<file path="config.mk">
export PLATFORM = sky130hd
export DESIGN_NAME = aep_lin_cell
export DESIGN_NICKNAME = d
export VERILOG_FILES = /design/src/rtl/aep_pkg.sv /design/src/rtl/aep_lin_cell.sv
export SDC_FILE = /design/constraint.sdc
export NUM_CORES = 1
export LEC_CHECK = 0
export BUFFER_PORTS_ARGS = -buffer_cell sky130_fd_sc_hd__buf_2
export CAP_MARGIN = 20
export CORE_MARGIN = 3
export CORE_UTILIZATION = 51
export DETAILED_ROUTE_END_ITERATION = 16
export PLACE_DENSITY = 0.85
export SLEW_MARGIN = 20
export SYNTH_ARGS = -nofsm -noshare
export SYNTH_HDL_FRONTEND = slang
export SYNTH_SLANG_ARGS = --single-unit
export TNS_END_PERCENT = 50
</file>
<file path="constraint.sdc">
create_clock -name i_clk -period 9.7 [get_ports i_clk]
set_input_delay 1.94 -clock i_clk [delete_from_list [all_inputs] [get_ports i_clk]]
set_output_delay 1.94 -clock i_clk [all_outputs]
set_load 0.005 [all_outputs]
</file>
<file path="src/rtl/aep_pkg.sv">
// package for the easing progress block: widths, curve codes, cell payload
// no dependencies
package aep_pkg;
    localparam int FracBits = 16;
    localparam int TimeBits = 32;
    localparam int ProgBits = FracBits + 1;
    localparam int ModeBits = 3;
    localparam int SmNumBits = 2 + 2 * FracBits;  // 3*p*ONE
    localparam int SmDenBits = FracBits + 2;      // p + 2*ONE
    localparam int SmQBits = FracBits + 2;
    localparam int QSteps = ProgBits + 1;
    localparam logic [ProgBits-1:0] OneQ = ProgBits'(1) << FracBits;
    localparam logic [ProgBits-1:0] HalfQ = ProgBits'(1) << (FracBits - 1);

    localparam logic [ModeBits-1:0] ModeLinear = 3'd0;
    localparam logic [ModeBits-1:0] ModeSlow = 3'd1;
    localparam logic [ModeBits-1:0] ModeFast = 3'd2;
    localparam logic [ModeBits-1:0] ModeStep = 3'd3;
    localparam logic [ModeBits-1:0] ModeSmooth = 3'd4;

    // restoring divider cell payload, one quotient bit per cell
    typedef struct packed {
        logic                 vld;
        logic [TimeBits:0]    rem;
        logic [TimeBits-1:0]  den;
        logic [FracBits-1:0]  quo;
        logic                 sat;
        logic [ModeBits-1:0]  mode;
    } t_lin;

    typedef struct packed {
        logic                 vld;
        logic [SmNumBits-1:0] num;
        logic [SmDenBits:0]   rem;
        logic [SmDenBits-1:0] den;
        logic [SmNumBits-1:0] quo;
    } t_div;
endpackage

</file>
<file path="src/rtl/aep_lin_cell.sv">
// one restoring division step for linear progress
// depends on aep_pkg
module aep_lin_cell import aep_pkg::*; (
    input  logic i_clk,
    input  logic i_rst_n,
    input  t_lin i_d,
    output t_lin o_d
);
    t_lin r_d, n_d;
    logic [TimeBits+1:0] w_sh;

    // shift remainder, compare against duration
    always_comb begin
        n_d = i_d;
        w_sh = {i_d.rem, 1'b0};
        n_d.quo = {i_d.quo[FracBits-2:0], 1'b0};
        n_d.rem = w_sh[TimeBits:0];
        if (w_sh >= {2'b00, i_d.den}) begin
            n_d.rem = (TimeBits+1)'(w_sh - {2'b00, i_d.den});
            n_d.quo[0] = 1'b1;
        end
    end

    always_ff @(posedge i_clk) begin
        if (!i_rst_n) begin
            r_d.vld <= 1'b0;
        end else begin
            r_d.vld <= n_d.vld;
        end
        r_d.rem <= n_d.rem;
        r_d.den <= n_d.den;
        r_d.quo <= n_d.quo;
        r_d.sat <= n_d.sat;
        r_d.mode <= n_d.mode;
    end
    assign o_d = r_d;
endmodule

</file>
==> qor.yml <==
period_share_pct: 51.7
place_ws_ns: 4.32
die_h_um: 94.4
cp-end-kind: "flop"
root_buffer: "clkbuf_8"
fillers: 599
cts_buffers: 9
die_w_um: 94.4
power.leakage_nw: 2.60
synth_edf_count: 0
cts_resized: 0
grt_usage_pct: 22.6
cap_violations: 0
ys.flop_type: "dfxtp_1"
grt_pass1_vias: 3597
setup_ws_ns: 4.69
clock_path_buffers: 2
synth_nets: 542
vias: 3671
slowest_delay_ns: 0.49
drt_wl_total_um: 10200
critical_path_class: "in2reg"
antenna_cells: 0
hold_class: "in2reg"
status: "finished clean"
final_util_pct: 69.7
path_buf_inv: 3
pin_count: 174
core_region_area_um2: 7410
grt_max_degree: 24
synth_top_family_by_area: "compound AO/OA/AOI/OAI gates"
max_freq_mhz: 199
finalNetCount: 713
drt_first_pass_iters: 6
drt_iter0_drc: 113
areaGrowthSynthToFinish_pct: 29.5
post_cts_buffers: 0
yosysMostFrequentCell: "dfxtp_1"
place.gp.congestion: 0.955
synth-async-reset-ratio_pct: 0
h-tree-depth: 3
synth_fa_ha_area_share_pct: 10.5
whs_endpoint: "o_d[17]"
worstPathRequired_ns: 9.95
drc_errors: 0
hold_buffers: 0
synth.distinct_cells: 50
synth-seq-area-share_pct: 43.2
grt_setup_unrepaired: "no"
hp-start: "i_d[16]"
stdcell_count: 696
path_clk_slew_ns: 0.09
drive_gt1_share_pct: 36.0
wire_per_inst_um: 14.6
start_util_pct: 53.8
yosysTopAreaCell: "dfxtp_1"
synth_simple_gate_area_share_pct: 10.5
portBuffers: 172
die_area_um2: 8920
relSlewSlack_pct: 63.8
grt_overflow: 0
synth_warnings: 0
largest_reg_flops: 86
setup_viol_count_final: 0
power_density_nw_per_um2: 181
synthesis.area_um2: 3990
cts_tree: "built"
grt_pass1_wl_um: 16000
synth_compound_area_share_pct: 18.3
dp_cells: 680
critical_path.top_delay_family: "compound AO/OA/AOI/OAI gates"
detail-route-antenna-nets: 0
min_period_ns: 5.01
synth_cells: 421
syn_area_per_cell_um2: 9.47
drv_slew: 0
synth_mux_area_share_pct: 6.46
synth_xor_area_share_pct: 5.27
ir_drop_mv: 0.0951
ys_ff_latch: 86
hold_viol: 0
startpoint_type: "input port"
synth_top_area_share_pct: 43.2
antenna_found_initial: 0
clock-sinks: 86
synthTopCellsByCount: "dfxtp_1, inv_1, ha_1"
crit_chain: "buf_2 -> inv_1 -> ha_1 -> o21ai_0 -> a211o_1 -> a2111o_1 -> o2111ai_1 -> nand2_1 -> a221o_1 -> and2_4 -> inv_2 -> mux2_2"
vias_per_cell: 5.27
synthTopCellsByArea: "dfxtp_1, ha_1, mux2_2, inv_1, xnor2_1"
arrival_ns: 5.26
hold_depth: 1
num_rows: 31
tns_ns: 0
path_max_fanout: 23
hpwl_um: 7940
cp_slowest_cell: "ha_1"
tightest_slew_ns: 0.542
==> cell usage in the layout, fill, tap and decap left out, drive strengths merged, types with 4 or more instances in the layout <==
master / instances
xnor2: 18
xor2: 6
a21oi: 29
inv: 47
and3: 5
o211ai: 5
a211o: 4
a21o: 13
dfxtp: 86
nand4: 6
clkbuf: 9
and2: 4
ha: 32
a31oi: 5
o21bai: 8
nand3: 15
nand2: 23
nor2: 21
o21ai: 24
mux2: 22
buf: 173
==> kinds of logic after synthesis <==
family	Yosys count
AO/OA/AOI/OAI	111
AND/OR/NAND/NOR	87
flip-flops	86
buffers and inverters	57
adder cells (fa/ha/maj)	33
XOR/XNOR	24
multiplexers	23
==> how the worst max path moves through the flow <==
stage | cells after the start | end | slack [ns] | start
global route | 12 | o_d[59] | 4.42 | i_d[38]
CTS | 12 | o_d[59] | 4.69 | i_d[38]
floorplan | 13 | o_d[59] | 5.25 | i_d[39]
detailed placement | 12 | o_d[59] | 4.32 | i_d[38]
finish | 12 | o_d[67] | 4.69 | i_d[38]
global placement | 12 | o_d[76] | 4.37 | i_d[38]
==> power breakdown <==
group | leakage (nW) | switching [W] | internal [W] | total (W)
clock | 0.122 | 0.000135 | 0.000175 | 0.000309
sequential | 0.725 | 0.00000942 | 0.000394 | 0.000404
combinational | 1.75 | 0.000114 | 0.000109 | 0.000223
total | 2.60 | 0.000258 | 0.000678 | 0.000936
==> area by class of cell <==
| type | count | area (µm²) | area share [%] |
|---|---|---|---|
| clock inverters | 7 | 126 | 2.45 |
| clock buffers | 9 | 124 | 2.40 |
| multi-input cells | 278 | 2040 | 39.4 |
| repair buffers | 173 | 868 | 16.8 |
| inverters | 44 | 165 | 3.20 |
| flip-flops and latches | 86 | 1720 | 33.3 |
| well taps | 99 | 124 | 2.40 |
==> layer usage <==
layer | global-route usage, % | wire length [µm]
met3 | 5.34 | 764
met4 | 10.6 | 248
met5 | 0 | 0
met1 | 26.0 | 4030
met2 | 39.5 | 5120
==> metrics by stage <==
stage | hold WS, ns | area (µm²) | power (W)
after floorplan | 1.97 | 3990 | 0.000545
after global placement | 2.04 | 4910 | 0.000624
after detailed placement | 2.04 | 4910 | 0.000632
after CTS | 1.66 | 5160 | 0.000943
after global routing | 1.65 | 5160 | 0.000985
final | 1.67 | 5160 | 0.000936
No activity file was read; power rests on OpenSTA's default activity.
