## src/rtl/aep_pkg.sv

```systemverilog
// package for the easing progress block: widths, curve codes, cell payload
// no dependencies
package aep_pkg;
    localparam int FracBits = 16;
    localparam int TimeBits = 32;
    localparam int ProgBits = FracBits + 1;
    localparam int ModeBits = 3;
    localparam int SmNumBits = 2 + 2 * FracBits;  // 3*p*ONE
    localparam int SmDenBits = FracBits + 2;      // p + 2*ONE
    localparam int SmQBits = FracBits + 2;
    localparam int QSteps = ProgBits + 1;
    localparam logic [ProgBits-1:0] OneQ = ProgBits'(1) << FracBits;
    localparam logic [ProgBits-1:0] HalfQ = ProgBits'(1) << (FracBits - 1);

    localparam logic [ModeBits-1:0] ModeLinear = 3'd0;
    localparam logic [ModeBits-1:0] ModeSlow = 3'd1;
    localparam logic [ModeBits-1:0] ModeFast = 3'd2;
    localparam logic [ModeBits-1:0] ModeStep = 3'd3;
    localparam logic [ModeBits-1:0] ModeSmooth = 3'd4;

    // restoring divider cell payload, one quotient bit per cell
    typedef struct packed {
        logic                 vld;
        logic [TimeBits:0]    rem;
        logic [TimeBits-1:0]  den;
        logic [FracBits-1:0]  quo;
        logic                 sat;
        logic [ModeBits-1:0]  mode;
    } t_lin;

    typedef struct packed {
        logic                 vld;
        logic [SmNumBits-1:0] num;
        logic [SmDenBits:0]   rem;
        logic [SmDenBits-1:0] den;
        logic [SmNumBits-1:0] quo;
    } t_div;
endpackage

```

## src/rtl/aep_div_cell.sv

```systemverilog
// one restoring division step for the smooth curve divisions
// depends on aep_pkg
module aep_div_cell import aep_pkg::*; (
    input  logic i_clk,
    input  logic i_rst_n,
    input  t_div i_d,
    output t_div o_d
);
    t_div r_d, n_d;
    logic [SmDenBits+1:0] w_sh;

    // bring in next numerator bit, subtract if it fits
    always_comb begin
        n_d = i_d;
        w_sh = {i_d.rem, i_d.num[SmNumBits-1]};
        n_d.num = {i_d.num[SmNumBits-2:0], 1'b0};
        n_d.quo = {i_d.quo[SmNumBits-2:0], 1'b0};
        n_d.rem = w_sh[SmDenBits:0];
        if (w_sh >= {2'b00, i_d.den}) begin
            n_d.rem = (SmDenBits+1)'(w_sh - {2'b00, i_d.den});
            n_d.quo[0] = 1'b1;
        end
    end

    always_ff @(posedge i_clk) begin
        if (!i_rst_n) begin
            r_d.vld <= 1'b0;
        end else begin
            r_d.vld <= n_d.vld;
        end
        r_d.num <= n_d.num;
        r_d.rem <= n_d.rem;
        r_d.den <= n_d.den;
        r_d.quo <= n_d.quo;
    end
    assign o_d = r_d;
endmodule

```

## config.mk

```make
export PLATFORM = sky130hd
export DESIGN_NAME = aep_div_cell
export DESIGN_NICKNAME = d
export VERILOG_FILES = /design/src/rtl/aep_pkg.sv /design/src/rtl/aep_div_cell.sv
export SDC_FILE = /design/constraint.sdc
export NUM_CORES = 1
export LEC_CHECK = 0
export BUFFER_PORTS_ARGS = -buffer_cell sky130_fd_sc_hd__buf_2
export CORE_ASPECT_RATIO = 0.6
export CORE_MARGIN = 2
export CORE_UTILIZATION = 30
export DETAILED_ROUTE_END_ITERATION = 10
export HOLD_SLACK_MARGIN = 0.15
export PLACE_DENSITY = 0.72
export SLEW_MARGIN = 20
export SYNTH_ARGS = -nofsm -noshare
export SYNTH_HDL_FRONTEND = slang
export SYNTH_SLANG_ARGS = --single-unit
```

## constraint.sdc

```tcl
create_clock -name i_clk -period 2.6 [get_ports i_clk]
set_input_delay 0.52 -clock i_clk [delete_from_list [all_inputs] [get_ports i_clk]]
set_output_delay 0.52 -clock i_clk [all_outputs]
set_load 0.01 [all_outputs]
```

==> run metrics, run 1 <==
status finished clean; Max clock buf depth 2; Final Instance Count excl. Fillers 700; WL/cell 12.8 um; synth unique cells 49; full die area 12300 um2; Multi-input gate area 1190 um2; FP Rows 30; Design Power 3750 uW; GRT Total Usage 14.0%; IO buf count 211; Post-CTS Hold Fix Bufs 0; Crit. End Element flop; largest net degree at the start of global routing 20; Synth area leader dfxtp_1; pwr dens 728 nW/um2; GRT Residual Overflow 0; post-CTS setup buffer count 0; core area 11200 um2; Detailed Routing Iterations Pass 1 4; Placer Congestion 0.794; Mapped Avg Cell Area 11.2 um2; WS Path Type in -> reg; Routed WL 8.94 mm; via count 3013; final instance area 5150 um2; Syn Nets 431; Post-synth EDFFs 0; asr flop ratio synth 0%; initial DRC count 69; Cell Area, Synth 3410 um2; fmax 417 MHz; CP max FO 4; Initial Util 30.5%; flops & latches, synth 105; worst min path class in -> reg; Leak Pwr 0.00258 uW; diodes inserted 0; VDD IR max 0.304 mV; Yosys warning total 0; P&R area growth vs syn 51.0%; startpoint types input pin; dpl hpwl 7.34 mm; initial antenna violation count 1; WP data required 2.83 ns; Finish-stage setup viols 0; number of primary I/O pins 214; DRC Markers 0; vias per inst 4.30; layout cells sized above 1 48.6%; # fillers 1092; min Tclk post-route 2.40 ns; Max-Cap Viols 0; die span in x 142 um; CP arrival 2.63 ns; first-pass GRT wire length 13.3 mm; H-tree depth 3; unrepaired setup endpoints after global routing false; share of the synthesized area in the top cell type 61.7%; Slew Viols, Final 0; Synth Instances 304; Fin. Hold Viols 0; DP Cell Count 684; clk sink count 105; clock-pin slew on the worst setup and hold paths 0.07 ns; Root Driver clkbuf_16; vias in the first global route 2827; Die Height 86.6 um; setup TNS 0 ns; placed inst area 4850 um2; dominant cells by area after synthesis dfxtp_1 (62%), ha_1 (6.6%), nand2_1 (3.0%), o21ai_0 (2.9%), a21oi_1 (2.5%); CTS Buf Count 9; share of the clock period used by the worst path 92.1%; Top FF cell, synth dfxtp_1; post-synthesis sequential area ratio 61.7%; post-cts sizing count 0; WHS 0.273 ns; max reg flops 105; number of routed nets with antenna violations 0; nets@finish 678; CTS tree done; sequential standard cell area 2100 um2
==> report_power, final <==
group	switching (uW)	internal (uW)
sequential	30.3	1740
clock	621	675
combinational	349	330
total	1000	2750
==> critical path, stage by stage <==
cell      delay (ns)
buf_2           0.11
ha_1            0.22
fa_2            0.36
nand2b_4        0.16
a211oi_2        0.19
nor2b_1         0.09
o221a_4         0.23
or4b_1          0.50
a32o_1          0.25
==> placed cells by master (no fill, tap or decap), types with 2 or more instances in the layout <==
cell type	instances
buf_2	211
dfxtp_1	105
buf_4	33
nand2_1	27
inv_1	22
o21ai_0	20
ha_1	18
a21oi_1	17
nor2_1	9
clkbuf_16	9
xor2_1	7
nand4_1	6
xnor2_1	6
nand3_1	5
o21ai_1	4
a21o_1	3
o211ai_1	3
nor3_1	3
nand2b_1	3
and2_1	2
or3_1	2
a211oi_1	2
or4_1	2
nor3b_1	2
nor4_1	2
o41ai_1	2
a31oi_1	2
inv_6	2
clkinv_4	2
==> Yosys cell counts (2+ instances only) <==
cell type	n
or4_1	2
a31oi_1	2
buf_4	4
nand3_1	5
dfxtp_1	105
clkbuf_1	2
xor2_1	7
a21oi_1	17
nand4_1	6
nand2b_1	4
nor4_1	2
nor3_1	3
nor3b_1	2
inv_1	22
a21o_1	3
o21ai_0	20
a211oi_1	2
ha_1	18
o41ai_1	2
and2_1	2
o21ai_1	4
or3_1	2
o211ai_1	3
nand2_1	27
nor2_1	9
xnor2_1	6
==> cells by family (layout without fill, tap and decap cells) <==
group	count (synthesis)	in the layout	share of synthesized area, %
DFF	105	105	61.7
other	1	1	0.110
xor gates and xnor gates	13	13	3.34
buffers and inverters	30	282	3.82
and+or+nand+nor	69	69	10.1
adders and majority gates	19	19	7.20
AOI/OAI and AO/OA	65	65	13.1
muxes	2	2	0.624
==> stage by stage <==
step	util (%)	setup WS [ns]
2_1_floorplan	-	0.0443
3_3_place_gp	43.4	-0.122
3_5_place_dp	43.4	-0.131
4_1_cts	46.0	0.227
5_1_grt	46.0	0.0729
6_report	46.0	0.204
==> layer usage <==
metal | share of wire (%) | routed length, um | global-route usage [%]
met2 | 43 | 3820 | 21.0
met4 | 0.83 | 74 | 4.45
met5 | 0.10 | 9 | 0
met1 | 47 | 4230 | 18.6
met3 | 9.1 | 815 | 5.64
==> final cells by class <==
cell class / count / area share (%)
clock buffer: 10 / 4.45
clock inverter: 6 / 1.22
inverter: 22 / 1.60
multi-input combinational: 169 / 23.0
sequential: 105 / 40.8
tap: 144 / 3.50
timing repair buffer: 244 / 25.3
==> worst paths after layout <==
kind / start / end / cells past startpoint
worst min-delay path: i_d[74] / o_d[75] / 1
worst max-delay path: i_d[34] / o_d[66] / 9
No activity file was read; power rests on OpenSTA's default activity.
==> run 2: changes to the inputs <==
--- a/config.mk
+++ b/config.mk
@@ -6,7 +6,6 @@
 export NUM_CORES = 1
 export LEC_CHECK = 0
 export BUFFER_PORTS_ARGS = -buffer_cell sky130_fd_sc_hd__buf_2
-export CORE_ASPECT_RATIO = 0.6
 export CORE_MARGIN = 2
 export CORE_UTILIZATION = 30
 export DETAILED_ROUTE_END_ITERATION = 10
==> run 2 against run 1 <==
- critical path type unchanged
- cell count shrank 1.9%
- largest cell class unchanged
- utilization grew 0.39 points
- critical path depth is the same
- sequential power is essentially flat
- largest power group unchanged
==> run metrics, run 2 (synthesized netlist as in run 1, its figures left out) <==
status finished clean (unchanged); Final Instance Count excl. Fillers 687 (was 700); CP top delay family simple AND/OR/NAND/NOR gates (unchanged); die span in x 111 um (was 142 um); min Tclk post-route 2.39 ns (was 2.40 ns); max reg flops 105 (unchanged); CP arrival 2.63 ns (about the same); Layout Utilization 46.4% (was 46.0%); slew at the pin with the worst max-slew slack 0.664 ns; Worst Hold Depth 1 (unchanged); post-CTS setup buffer count 0 (unchanged); H-tree depth 3 (unchanged); CTS Buf Count 9 (unchanged); Max-Cap Viols 0 (unchanged); post-cts sizing count 0 (unchanged); final instance area 5100 um2 (was 5150 um2); CP max FO 3 (was 4); Routed WL 9.33 mm (was 8.94 mm); via count 3006 (was 3013); GRT Total Usage 15.4% (was 14.0%); GRT Residual Overflow 0 (unchanged); vias in the first global route 3105 (was 2827); number of primary I/O pins 214 (unchanged); WL/cell 13.6 um (was 12.8 um); stages on the worst setup path 9 (unchanged); Placer Congestion 0.803 (was 0.794); FP Rows 38 (was 30); DRC Markers 0 (unchanged); Max clock buf depth 2 (unchanged); Fin. Hold Viols 0 (unchanged); unrepaired setup endpoints after global routing false (unchanged); IO buf count 211 (unchanged); startpoint types input pin (unchanged); dpl hpwl 7.59 mm (was 7.34 mm); Design Power 3740 uW (was 3750 uW); placed inst area 4810 um2 (was 4850 um2); Finish-stage setup viols 0 (unchanged); clock-pin slew on the worst setup and hold paths 0.07 ns (about the same); layout cells sized above 1 47.7% (was 48.6%); core area 11000 um2 (was 11200 um2); clk sink count 105 (unchanged); CTS tree done (unchanged); Detailed Routing Iterations Pass 1 4 (unchanged); Die Height 111 um (was 86.6 um); VDD IR max 0.626 mV (was 0.304 mV); Leak Pwr 0.00254 uW (was 0.00258 uW); nets@finish 669 (was 678); Slew Viols, Final 0 (unchanged); Bufs and invs on worst path 1 (unchanged); DP Cell Count 671 (was 684); diodes inserted 0 (unchanged); hold path start i_d[103] (was i_d[74]); WS Path Type in -> reg (unchanged); Crit-path slowest cell or4b_1 (unchanged); most common cell after layout, fill and taps aside buf_2 (unchanged); number of routed nets with antenna violations 0 (unchanged); fmax 419 MHz (was 417 MHz); first-pass GRT wire length 15.0 mm (was 13.3 mm); pwr dens 734 nW/um2 (was 728 nW/um2); worst min path class in -> reg (unchanged); largest net degree at the start of global routing 20 (unchanged); vias per inst 4.38 (was 4.30); share of the clock period used by the worst path 91.9% (was 92.1%); full die area 12200 um2 (was 12300 um2); critical-path cell list buf_2, ha_1, fa_2, nand2b_4, a211oi_2, nor2b_1, o221a_4, or4b_1, a32o_1 (unchanged); Slew HR 55.2%; Setup crit start i_d[34] (unchanged); CP peak stage delay 0.51 ns (was 0.50 ns); Post-CTS Hold Fix Bufs 0 (unchanged); P&R area growth vs syn 49.5% (was 51.0%); Crit. End Element flop (unchanged); initial antenna violation count 0 (was 1); WP data required 2.84 ns (was 2.83 ns); Initial Util 31.0% (was 30.5%); initial DRC count 153 (was 69); most frequent cells in the layout buf_2 (211), dfxtp_1 (105), nand2_1 (27) (was buf_2 (211), dfxtp_1 (105), buf_4 (33)); Root Driver clkbuf_16 (unchanged)
[run 2: final timing paths]
path	to	slack, ns
hold / removal	o_d[104]	0.27
setup / recovery	o_d[66]	0.21
[run 2: stage by stage]
step	hold WS, ns	setup WS [ns]	TNS, ns
after floorplan	0.548	0.0443	0
after global placement	0.622	-0.0935	-0.100
after detailed placement	0.624	-0.141	-0.228
after CTS	0.252	0.212	0
after global routing	0.246	0.138	0
final	0.271	0.211	0
[run 2: final cells by class]
class,instances,area [um2]
fill,1012,5890
sequential,105,2100
timing repair buffer,235,1260
multi-input combinational,169,1190
clock buffer,10,229
tap,140,175
inverter,22,82.6
clock inverter,6,60.1
[run 2: power by group]
| part | leakage (uW) | internal, uW | total, uW | switching, uW |
|---|---|---|---|---|
| registers | 0.000886 | 1740 | 1770 | 30.0 |
| clock network | 0.000143 | 675 | 1290 | 619 |
| logic | 0.00151 | 320 | 671 | 351 |
| total | 0.00254 | 2740 | 3740 | 1000 |
[run 2: routing by layer]
layer	part of all wire (%)	routed length (um)	GRT usage [%]
met1	41	3780	16.9
met2	51	4770	27.5
met3	6.7	622	5.71
met4	1.7	157	4.67
met5	0	0	0
==> run 3: changes to the inputs <==
--- a/config.mk
+++ b/config.mk
@@ -10,8 +10,8 @@
 export CORE_UTILIZATION = 30
 export DETAILED_ROUTE_END_ITERATION = 10
 export HOLD_SLACK_MARGIN = 0.15
-export PLACE_DENSITY = 0.72
-export SLEW_MARGIN = 20
+export PLACE_DENSITY = 0.7
+export REMOVE_ABC_BUFFERS = 1
 export SYNTH_ARGS = -nofsm -noshare
 export SYNTH_HDL_FRONTEND = slang
 export SYNTH_SLANG_ARGS = --single-unit
==> constraint.sdc (replaced) <==
create_clock -name i_clk -period 2.3 [get_ports i_clk]
set_input_delay 0.46 -clock i_clk [delete_from_list [all_inputs] [get_ports i_clk]]
set_output_delay 0.46 -clock i_clk [all_outputs]
set_load 0.01 [all_outputs]
==> run 3 against run 2 <==
- the run now ends with setup timing left
- cell area up 5.2%
- sequential cell count unchanged
- via count rose by 4.4%
- cell count grew 3.9%
- sequential share of layout area down 2.0 points
- die area did not move
- largest cell class unchanged
==> run metrics, run 3 (synthesized netlist as in run 1, its figures left out) <==
status finished with violations (was finished clean); violated checks setup timing; CP peak stage delay 0.53 ns (was 0.51 ns); Crit. End Element flop (unchanged); most frequent cells in the layout buf_2 (209), dfxtp_1 (105), buf_4 (50) (was buf_2 (211), dfxtp_1 (105), nand2_1 (27)); dpl hpwl 7.86 mm (was 7.59 mm); Root Driver clkbuf_16 (unchanged); Routed WL 9.95 mm (was 9.33 mm); initial antenna violation count 1 (was 0); IO buf count 211 (unchanged); GRT Residual Overflow 0 (unchanged); number of primary I/O pins 214 (unchanged); Multi-input gate area 1240 um2 (was 1190 um2); critical-path cell list buf_6, inv_4, ha_4, fa_2, nand2b_4, a211oi_4, nor2b_2, o221a_4, or4b_4, a32o_1 (was buf_2, ha_1, fa_2, nand2b_4, a211oi_2, nor2b_1, o221a_4, or4b_1, a32o_1); WL/cell 13.9 um (was 13.6 um); layout cells sized above 1 52.1% (was 47.7%); CP max FO 3 (unchanged); worst min path class in -> reg (unchanged); clock-pin slew on the worst setup and hold paths 0.07 ns (about the same); Detailed Routing Iterations Pass 1 5 (was 4); max reg flops 105 (unchanged); core area 11000 um2 (unchanged); WS Path Type in -> reg (unchanged); DRC Markers 0 (unchanged); FP Rows 38 (unchanged); full die area 12200 um2 (unchanged); fmax 428 MHz; Die Height 111 um (unchanged); WP data required 2.55 ns (was 2.84 ns); Max-Cap Viols 0 (unchanged); GRT Total Usage 16.1% (was 15.4%); clk sink count 105 (unchanged); CP arrival 2.59 ns (was 2.63 ns); # fillers 1018 (was 1012); Fin. Hold Viols 0 (unchanged); Initial Util 31.0% (unchanged); Crit-path slowest cell or4b_4 (was or4b_1); via count 3138 (was 3006); Slew Viols, Final 0 (unchanged); nets@finish 696 (was 669); Design Power 4400 uW (was 3740 uW); Post-CTS Hold Fix Bufs 0 (unchanged); Max clock buf depth 2 (unchanged); Final Instance Count excl. Fillers 714 (was 687); CTS Buf Count 9 (unchanged); Finish-stage setup viols 1 (was 0); share of the clock period used by the worst path 102%; largest net degree at the start of global routing 19 (was 20); post-route setup slack -0.0368 ns (was 0.211 ns); most common cell after layout, fill and taps aside buf_2 (unchanged); VDD IR max 0.619 mV (was 0.626 mV); diodes inserted 0 (unchanged); DP Cell Count 692 (was 671); pwr dens 820 nW/um2 (was 734 nW/um2); vias per inst 4.39 (was 4.38); Leak Pwr 0.00268 uW (was 0.00254 uW); Placer Congestion 0.961 (was 0.803); CTS tree done (unchanged); sequential standard cell area 2100 um2 (unchanged); min Tclk post-route 2.34 ns; vias in the first global route 3135 (was 3105); die span in x 111 um (unchanged); P&R area growth vs syn 57.2% (was 49.5%); H-tree depth 3 (unchanged); unrepaired setup endpoints after global routing true (was false); number of routed nets with antenna violations 0 (unchanged); startpoint types input pin (unchanged); Layout Utilization 48.8% (was 46.4%); initial DRC count 154 (was 153); first-pass GRT wire length 15.7 mm (was 15.0 mm)
## run 3: changes by cell type in the layout (fill, tap and decap cells not counted), sizes merged
cell	change
buf	+27
bufinv	+1
clkinv	-1
## run 3: worst paths after layout
kind              startpoint       to  slack [ns]  cells past startpoint
setup / recovery    i_d[104]  o_d[66]       -0.04                     10
hold / removal       i_d[86]  o_d[87]        0.21                      1
## run 3: per-stage QoR
step,cell area [um2],setup TNS (ns),hold slack (ns),worst slack (ns)
after global placement,4930,-3.42,0.562,-0.393
after global routing,5360,-0.0828,0.187,-0.0828
after floorplan,3360,-6.44,0.488,-0.507
final,5360,-0.0368,0.205,-0.0368
after detailed placement,4930,-4.24,0.564,-0.475
after CTS,5270,0,0.194,0.0156
## run 3: per-layer routing
layer | routed length, um | global-route usage [%] | up-vias
met5 | 13 | 0 | -
met2 | 5190 | 28.6 | 140
met1 | 3800 | 17.3 | 1405
met3 | 715 | 5.82 | 21
li1 | - | - | 1570
met4 | 231 | 6.75 | 2
## run 3: final cells by class
type / count / area share (%)
tap: 140 / 3.27
multi-input combinational: 169 / 23.1
clock buffer: 10 / 4.27
sequential: 105 / 39.2
timing repair buffer: 262 / 27.2
clock inverter: 6 / 1.38
inverter: 22 / 1.59
## run 3: worst max-delay path: cells and delay by family
kind | cells | cell delay (ns)
compound gates | 3 | 0.74
fa+ha+maj | 2 | 0.51
buf+inv | 2 | 0.11
simple gates | 3 | 0.78
## run 3: repair_timing
item                                    4_1_cts  5_1_grt
gates resized for setup                       3       17
endpoints found under the setup margin        1       14
setup buffers                                 3        3
gates cloned                                  0        0
pin swaps                                     0        7
## run 3: power breakdown
part	switching (uW)	internal (uW)
registers	35.9	1970
logic	421	414
clock network	693	860
total	1150	3250
